`src/design/fqd_pkg.sv`:
```
// types and codes shared by the tag queue modules
package fqd_pkg;

    localparam int ACTION_W = 2;
    localparam int STATUS_W = 3;
    localparam int PORT_TAG_W = 32;
    localparam int PORT_FILL_W = 5;

    typedef enum logic [ACTION_W-1:0] {
        ACT_ENQ = 2'd0,
        ACT_DEQ = 2'd1,
        ACT_DEL = 2'd2,
        ACT_NOP = 2'd3
    } t_action;

    typedef enum logic [STATUS_W-1:0] {
        ST_OK       = 3'd0,
        ST_EMPTY    = 3'd1,
        ST_FULL     = 3'd2,
        ST_ZERO     = 3'd3,
        ST_NOTFOUND = 3'd4
    } t_status;

    typedef enum logic {
        S_IDLE = 1'b0,
        S_WALK = 1'b1
    } t_state;

    typedef struct packed {
        logic start_walk;
        logic more;
        logic last;
    } t_fsm_in;

    typedef struct packed {
        logic busy;
        logic issue;
    } t_fsm_out;

endpackage

```
`src/design/fifo_queue_with_delete.sv`:
```
// top level of the bounded tag queue with delete by value
//
// A request is taken on a rising edge with start high and busy low:
// i_action selects enqueue, dequeue or delete, i_tag_in carries the tag.
// Exactly one result follows per request, shown for one cycle with o_done
// high: o_status, o_tag_out (the dequeued tag, else zero) and o_fill_count
// (queue length after the request). The receiver cannot stall results.
// Enqueue, refused requests and the unused action code answer in the cycle
// after acceptance and leave busy low, so they may follow back to back.
// Dequeue and delete walk the stored entries through the ram read port,
// one entry per cycle, closing the gap through the write port as they go:
// busy stays high until the last stored entry has been compared, and the
// result is shown in the cycle in which busy falls.
// Reset clears the length and the control state; ram contents need none.
module fifo_queue_with_delete import fqd_pkg::*; #(
    parameter int DEPTH = 16,
    parameter int TAG_WIDTH = 32
) (
    input  logic                   i_clk,
    input  logic                   i_rst_n,
    input  logic                   start,
    output logic                   busy,
    input  logic [ACTION_W-1:0]    i_action,
    input  logic [PORT_TAG_W-1:0]  i_tag_in,
    output logic                   o_done,
    output logic [STATUS_W-1:0]    o_status,
    output logic [PORT_TAG_W-1:0]  o_tag_out,
    output logic [PORT_FILL_W-1:0] o_fill_count
);

    localparam int AW = (DEPTH > 1) ? $clog2(DEPTH) : 1;
    localparam int CW = $clog2(DEPTH + 1);

    logic [CW-1:0]        r_occ, n_occ;
    logic                 r_done, n_done;
    t_status              r_status, n_status;
    logic [TAG_WIDTH-1:0] r_tag_out, n_tag_out;
    logic [TAG_WIDTH-1:0] r_tag, n_tag;
    logic                 r_is_deq, n_is_deq;
    logic [CW-1:0]        r_rd_idx, n_rd_idx;
    logic                 r_dv, n_dv;
    logic [AW-1:0]        r_dv_idx, n_dv_idx;
    logic                 r_found, n_found;

    logic [TAG_WIDTH-1:0] w_tag;
    logic [TAG_WIDTH-1:0] w_rdata;
    t_action              w_act;
    logic                 w_accept;
    logic                 w_tag_zero;
    logic                 w_empty;
    logic                 w_full;
    logic                 w_walk_req;
    logic                 w_enq_ok;
    logic                 w_hit;
    logic                 w_shift_wr;
    logic                 w_last;
    logic                 w_we;
    logic [AW-1:0]        w_waddr;
    logic [TAG_WIDTH-1:0] w_wdata;
    t_fsm_in              w_fsm_in;
    t_fsm_out             w_fsm_out;

    assign w_tag      = TAG_WIDTH'(i_tag_in);
    assign w_act      = t_action'(i_action);
    assign w_accept   = start && !busy;
    assign w_tag_zero = (w_tag == '0);
    assign w_empty    = (r_occ == '0);
    assign w_full     = (r_occ >= CW'(DEPTH));

    assign w_walk_req = w_accept && !w_empty
                        && ((w_act == ACT_DEQ) || ((w_act == ACT_DEL) && !w_tag_zero));
    assign w_enq_ok   = w_accept && (w_act == ACT_ENQ) && !w_tag_zero && !w_full;

    assign w_hit      = r_dv && !r_found
                        && (r_is_deq ? (r_dv_idx == '0) : (w_rdata == r_tag));
    assign w_shift_wr = r_dv && r_found;
    assign w_last     = w_fsm_out.busy && r_dv && (CW'(r_dv_idx) == r_occ - CW'(1));

    assign w_fsm_in.start_walk = w_walk_req;
    assign w_fsm_in.more       = (r_rd_idx < r_occ);
    assign w_fsm_in.last       = w_last;

    fqd_fsm u_fsm (
        .i_clk   (i_clk),
        .i_rst_n (i_rst_n),
        .i_ctl   (w_fsm_in),
        .o_ctl   (w_fsm_out)
    );

    assign w_we    = w_enq_ok || w_shift_wr;
    assign w_waddr = w_enq_ok ? r_occ[AW-1:0] : (r_dv_idx - AW'(1));
    assign w_wdata = w_enq_ok ? w_tag : w_rdata;

    fqd_ram #(
        .WIDTH (TAG_WIDTH),
        .DEPTH (DEPTH)
    ) u_ram (
        .i_clk   (i_clk),
        .i_we    (w_we),
        .i_waddr (w_waddr),
        .i_wdata (w_wdata),
        .i_re    (w_fsm_out.issue),
        .i_raddr (r_rd_idx[AW-1:0]),
        .o_rdata (w_rdata)
    );

    always_comb begin
        n_occ     = r_occ;
        n_done    = 1'b0;
        n_status  = r_status;
        n_tag_out = r_tag_out;
        n_tag     = r_tag;
        n_is_deq  = r_is_deq;
        n_rd_idx  = r_rd_idx;
        n_dv      = 1'b0;
        n_dv_idx  = r_dv_idx;
        n_found   = r_found;
        if (w_accept) begin
            n_done    = !w_walk_req;
            n_status  = ST_OK;
            n_tag_out = '0;
            n_tag     = w_tag;
            n_is_deq  = (w_act == ACT_DEQ);
            n_rd_idx  = '0;
            n_found   = 1'b0;
            case (w_act)
                ACT_ENQ: begin
                    if (w_tag_zero) begin
                        n_status = ST_ZERO;
                    end else if (w_full) begin
                        n_status = ST_FULL;
                    end else begin
                        n_occ = r_occ + CW'(1);
                    end
                end
                ACT_DEQ: begin
                    if (w_empty) begin
                        n_status = ST_EMPTY;
                    end
                end
                ACT_DEL: begin
                    if (w_tag_zero) begin
                        n_status = ST_ZERO;
                    end else if (w_empty) begin
                        n_status = ST_EMPTY;
                    end
                end
                default: n_status = ST_OK;
            endcase
        end else if (w_fsm_out.busy) begin
            n_dv     = w_fsm_out.issue;
            n_dv_idx = r_rd_idx[AW-1:0];
            if (w_fsm_out.issue) begin
                n_rd_idx = r_rd_idx + CW'(1);
            end
            if (w_hit) begin
                n_found = 1'b1;
                if (r_is_deq) begin
                    n_tag_out = w_rdata;
                end
            end
            if (w_last) begin
                n_done = 1'b1;
                if (r_found || w_hit) begin
                    n_occ    = r_occ - CW'(1);
                    n_status = ST_OK;
                end else begin
                    n_status = ST_NOTFOUND;
                end
            end
        end
    end

    always_ff @(posedge i_clk) begin
        if (!i_rst_n) begin
            r_occ   <= '0;
            r_done  <= 1'b0;
            r_dv    <= 1'b0;
            r_found <= 1'b0;
        end else begin
            r_occ   <= n_occ;
            r_done  <= n_done;
            r_dv    <= n_dv;
            r_found <= n_found;
        end
    end

    always_ff @(posedge i_clk) begin
        r_status  <= n_status;
        r_tag_out <= n_tag_out;
        r_tag     <= n_tag;
        r_is_deq  <= n_is_deq;
        r_rd_idx  <= n_rd_idx;
        r_dv_idx  <= n_dv_idx;
    end

    assign busy         = w_fsm_out.busy;
    assign o_done       = r_done;
    assign o_status     = r_status;
    assign o_tag_out    = PORT_TAG_W'(r_tag_out);
    assign o_fill_count = PORT_FILL_W'(r_occ);

endmodule

```
`src/design/fqd_ram.sv`:
```
// generic simple dual-port ram with registered read
module fqd_ram #(
    parameter int WIDTH = 32,
    parameter int DEPTH = 16,
    localparam int AW = (DEPTH > 1) ? $clog2(DEPTH) : 1
) (
    input  logic             i_clk,
    input  logic             i_we,
    input  logic [AW-1:0]    i_waddr,
    input  logic [WIDTH-1:0] i_wdata,
    input  logic             i_re,
    input  logic [AW-1:0]    i_raddr,
    output logic [WIDTH-1:0] o_rdata
);

    logic [WIDTH-1:0] r_mem [DEPTH];
    logic [WIDTH-1:0] r_rdata;

    always_ff @(posedge i_clk) begin
        if (i_we) begin
            r_mem[i_waddr] <= i_wdata;
        end
        if (i_re) begin
            r_rdata <= r_mem[i_raddr];
        end
    end

    assign o_rdata = r_rdata;

endmodule

```
`src/design/fqd_fsm.sv`:
```
// control state machine for the queue walk
module fqd_fsm import fqd_pkg::*; (
    input  logic     i_clk,
    input  logic     i_rst_n,
    input  t_fsm_in  i_ctl,
    output t_fsm_out o_ctl
);

    t_state r_state;
    t_state n_state;

    always_ff @(posedge i_clk) begin
        if (!i_rst_n) begin
            r_state <= S_IDLE;
        end else begin
            r_state <= n_state;
        end
    end

    always_comb begin
        n_state = r_state;
        unique case (r_state)
            S_IDLE: begin
                if (i_ctl.start_walk) begin
                    n_state = S_WALK;
                end
            end
            S_WALK: begin
                if (i_ctl.last) begin
                    n_state = S_IDLE;
                end
            end
            default: n_state = S_IDLE;
        endcase
    end

    always_comb begin
        o_ctl = '0;
        unique case (r_state)
            S_IDLE: o_ctl = '0;
            S_WALK: begin
                o_ctl.busy  = 1'b1;
                o_ctl.issue = i_ctl.more;
            end
            default: o_ctl = '0;
        endcase
    end

endmodule

```
`config.mk`:
```
export PLATFORM = sky130hd
export DESIGN_NAME = fifo_queue_with_delete
export DESIGN_NICKNAME = d
export VERILOG_FILES = /design/src/design/fqd_pkg.sv /design/src/design/fifo_queue_with_delete.sv /design/src/design/fqd_ram.sv /design/src/design/fqd_fsm.sv
export SDC_FILE = /design/constraint.sdc
export NUM_CORES = 1
export LEC_CHECK = 0
export ABC_AREA = 1
export BUFFER_PORTS_ARGS = -buffer_cell sky130_fd_sc_hd__buf_2
export CORE_ASPECT_RATIO = 1.5
export CORE_MARGIN = 3
export CORE_UTILIZATION = 50
export DETAILED_ROUTE_END_ITERATION = 10
export GPL_TIMING_DRIVEN = 0
export PLACE_DENSITY = 0.62
export SLEW_MARGIN = 15
export SYNTH_ARGS = -nofsm -noshare
export SYNTH_HDL_FRONTEND = slang
export SYNTH_SLANG_ARGS = --single-unit
export TNS_END_PERCENT = 1
```
`constraint.sdc`:
```
create_clock -name i_clk -period 4.05 [get_ports i_clk]
set_input_delay 0.405 -clock i_clk [delete_from_list [all_inputs] [get_ports i_clk]]
set_output_delay 0.405 -clock i_clk [all_outputs]
set_load 0.05 [all_outputs]
```
==> results.md <==
| Parameter | Value |
|:---|:---|
| YS warnings | 0 |
| Final GP Congestion | 0.8803 |
| Count of standard-cell rows | 100 |
| Layout cells sized above 1 | 13.29% |
| Inserted Clock Buffers | 57 |
| Post-synthesis sequential area ratio | 72.59% |
| Worst-case clock buffer depth | 3 |
| Die Span Y | 282.2 um |
| Crit end category | flop |
| Synth top area cells | sky130_fd_sc_hd__edfxtp_1 69%, sky130_fd_sc_hd__nor2_1 5.9%, sky130_fd_sc_hd__dfxtp_1 3.6% |
| Worst-case clock skew | 0.02376 ns |
| Core box area | 49920 um2 |
| Critical Path Slowest Stage Cell | sky130_fd_sc_hd__nor2_4 |
| Maximum fanout encountered on the critical timing path | 18 |
| Remaining DRCs | 0 |
| Number of synthesized register bits | 630 |
| Avg WL per Cell | 25.30 um |
| Max Cap Violations | 0 |
| Critical register-to-register path endpoint | u_ram.o_rdata[22]$_DFFE_PP_ |
| Critical Path Max Stage Delay | 0.72 ns |
| Total wire length after detailed routing | 73910 um |
| Transition at the pin with the smallest max-transition slack | 1.112 ns |
| Chain of cells forming the critical path | dlygate4sd3_1, buf_2, inv_1, nand4_1, nor2_1, nand2_1, nor2_1, nor2_2, nand2_2, nand2_1, o21ai_1, nand3_1, nor2_4, buf_16 |
| Startpoint of the lowest-slack register-to-register path | r_rd_idx[1]$_SDFFE_PN0P_ |
| R2r worst-path depth | 6 |
| Hold crit path type | in2reg |
| Count of buffers from port buffering | 77 |
| Post-synth EDFFs | 584 |
| TritonCTS clock tree | done |
| Hold Path Cell Cnt | 1 |
| Top metal layer carrying routed signals | met5 |
| Maximum operating frequency | 283.6 MHz |
| Register-to-register path setup slack | 1.00 ns |
| Data required time at the worst endpoint | 4.35 ns |
| Critical path type | in2reg |
| CP delay by family, top | simple AND/OR/NAND/NOR gates |
| Cell count after synthesis | 2009 |
| Maximum level of the CTS H-tree | 2 |
| Placed Cells | 2792 |
| Syn-to-layout area delta | 16.47% |
| Final Cycle Share | 87.08% |
| Met3 routed wirelength | 5915 um |
| Leakage dissipation | 10.27 nW |
| Area share of the largest cell type after synthesis | 68.97% |
| Met1 Wirelength | 25660 um |
| DR vias | 17180 |
| CP Buf/Inv Count | 4 |
| Worst supply voltage drop on vdd | 0.3255 mV |
| Most numerous cell in the Yosys netlist | sky130_fd_sc_hd__edfxtp_1 |
| Initial antenna violation count | 4 |
| Proportion of register bits with asynchronous set or reset after synthesis | 0% |
| Number of standard cells in the final layout excluding fillers | 2921 |
| Wire length of the first global-routing pass | 107800 um |
| Die Span X | 190.1 um |
| Number of global-route vias before repair | 17440 |
| Sum of negative setup slack | 0 ns |
| CP arrival | 3.83 ns |
| Time the worst path needs with I/O delays and setup | 3.527 ns |
| Worst-path clk slew | 0.06 ns |
| Startpoint of the tightest hold check path | i_tag_in[12] |
| Worst max-slew margin expressed relative to the limit | 25.84% |
| Clock latency reported for the late side of the worst-skew pair | 0.61 ns |
| Status | completed |
| Power density over the cells | 451.6 nW/um2 |
| Global-route congestion overflow total | 0 |
| Die footprint | 53650 um2 |
| Met2 wirelength from detailed routing | 39390 um |
| Net count after synthesis | 2055 |
| Max-slew violation total from the final report | 0 |
| Total global-route track usage | 27.39% |
| Number of buffers inserted to repair setup after CTS | 0 |
| Starting utilization of the core area | 50.93% |
| Final hold violation count | 0 |
| Number of distinct library cells after synthesis | 36 |
| Predominant post-synthesis flop cell | sky130_fd_sc_hd__edfxtp_1 |
| RSZ-0062 raised after global routing | false |
| Number of failing setup endpoints in the final timing report | 0 |
| Launching element type of the critical path | input port |
| Total power after layout | 0.01338 W |
| Number of instances resized during post-cts repair | 0 |
| Combined area of all synthesized cells | 25430 um2 |
| Number of violations reported at the end of detailed-routing iteration 0 | 1825 |
| Hold_ws | 0.01250 ns |
| Syn Area/Cell | 12.66 um2 |
| Antenna violation net count after detailed routing | 0 |
| Final Core Density | 59.33% |
| I/O pin cnt | 79 |
| Vias per cell | 5.883 |
| Cell taking the most area after synthesis | sky130_fd_sc_hd__edfxtp_1 |
| Maximum number of pins on one net before global-route repair | 43 |
| Buffer type at the clock tree root | sky130_fd_sc_hd__clkbuf_16 |
| Half-perimeter wire length of the detailed placement result | 52480 um |
| Net count reported at finish | 2258 |
| Worst hold endpoint | r_tag[12]$_DFFE_PN_ |
| Total iterations of the first detailed-routing run | 6 |
| Number of sinks driven by the clock tree | 630 |
| Most instantiated cells after synthesis | 584 x sky130_fd_sc_hd__edfxtp_1, 402 x sky130_fd_sc_hd__nor2_1, 239 x sky130_fd_sc_hd__nand2_1, 167 x sky130_fd_sc_hd__o21ai_0, 100 x sky130_fd_sc_hd__inv_1 |
flip-flops by register name (all words and copies together), names as in the netlist:
signal	count
r_dv	1
u_ram.o_rdata	32
u_ram.r_mem	512
o_status	3
o_done	1
r_rd_idx	5
r_dv_idx	4
r_is_deq	1
u_fsm.r_state	1
o_fill_count	5
r_found	1
o_tag_out	32
r_tag	32
cells by family (layout without fill, tap and decap cells):
group	count (synthesis)	in the layout	share of synthesized area, %
other cells	0	1	0
mux	48	48	1.889
flops	630	630	72.59
buf+inv	223	471	3.749
xor+xnor	37	37	1.274
fa+ha+maj	9	9	0.4429
simple gates	730	730	11.42
compound gates	332	332	8.636
worst max-delay path by stage:
stage                                       from                       endpoint  slack, ns  cells after the start
finish                              i_tag_in[11]  u_ram.r_mem[14][20]$_DFFE_PP_       0.52                     14
CTS                                 i_tag_in[11]  u_ram.r_mem[14][19]$_DFFE_PP_       0.45                     14
global placement                    i_tag_in[11]   u_ram.r_mem[9][13]$_DFFE_PP_      -1.50                     12
global route                        i_tag_in[11]  u_ram.r_mem[14][20]$_DFFE_PP_       0.33                     14
detailed placement                  i_tag_in[11]  u_ram.r_mem[14][13]$_DFFE_PP_       0.38                     13
floorplan           o_fill_count[4]$_SDFFE_PN0P_    u_ram.r_mem[8][0]$_DFFE_PP_       0.65                      8
power breakdown:
group | leakage, nW | switching, W | internal, W
logic | 3.66 | 0.000363 | 0.000148
registers | 5.66 | 0.0000254 | 0.00716
clock network | 0.946 | 0.00239 | 0.00329
total | 10.3 | 0.00278 | 0.0106
layout by cell type (no fill, tap or decap), types with 10 or more instances in the layout:
cell,instances
sky130_fd_sc_hd__bufinv_16,10
sky130_fd_sc_hd__o21ai_0,135
sky130_fd_sc_hd__clkbuf_1,63
sky130_fd_sc_hd__edfxtp_1,584
sky130_fd_sc_hd__mux2i_1,48
sky130_fd_sc_hd__clkinv_1,14
sky130_fd_sc_hd__nor2_1,386
sky130_fd_sc_hd__o211ai_1,16
sky130_fd_sc_hd__inv_1,99
sky130_fd_sc_hd__o221ai_1,48
sky130_fd_sc_hd__a21oi_1,15
sky130_fd_sc_hd__nand4_1,10
sky130_fd_sc_hd__o21ai_1,27
sky130_fd_sc_hd__o32ai_1,80
sky130_fd_sc_hd__dlygate4sd3_1,24
sky130_fd_sc_hd__xnor2_1,30
sky130_fd_sc_hd__nand3_1,62
sky130_fd_sc_hd__dfxtp_1,46
sky130_fd_sc_hd__clkbuf_16,59
sky130_fd_sc_hd__buf_4,29
sky130_fd_sc_hd__buf_2,118
sky130_fd_sc_hd__nor2_4,17
sky130_fd_sc_hd__buf_12,10
sky130_fd_sc_hd__nand2_1,239
through the flow:
stage / cell area [um2] / setup slack, ns
after floorplan: 25430 / 0.6463
after global placement: 26640 / -1.498
after detailed placement: 27420 / 0.3778
after CTS: 29610 / 0.4465
after global routing: 29610 / 0.3268
final: 29620 / 0.5233
final cells by class:
class,count,area (um2)
Multi-Input combinational cell,1156,6163
Tap cell,663,829.5
Antenna cell,1,2.502
Inverter,106,397.9
Timing Repair Buffer,144,1252
Sequential cell,630,18460
Fill cell,3949,20310
Clock inverter,39,459.2
Buffer,117,555.5
Clock buffer,65,1499
metal layers:
layer	global-route usage, %	up-vias
li1	-	7644
met1	31.64	8452
met2	50.98	873
met3	3.942	209
met4	11.17	6
met5	0	-
repair_timing:
item | CTS | global route
hold buffers | 24 | 0
endpoints found under the setup margin | 0 | 0
endpoints found under the hold margin | 24 | 0
No activity file was read; power rests on OpenSTA's default activity.
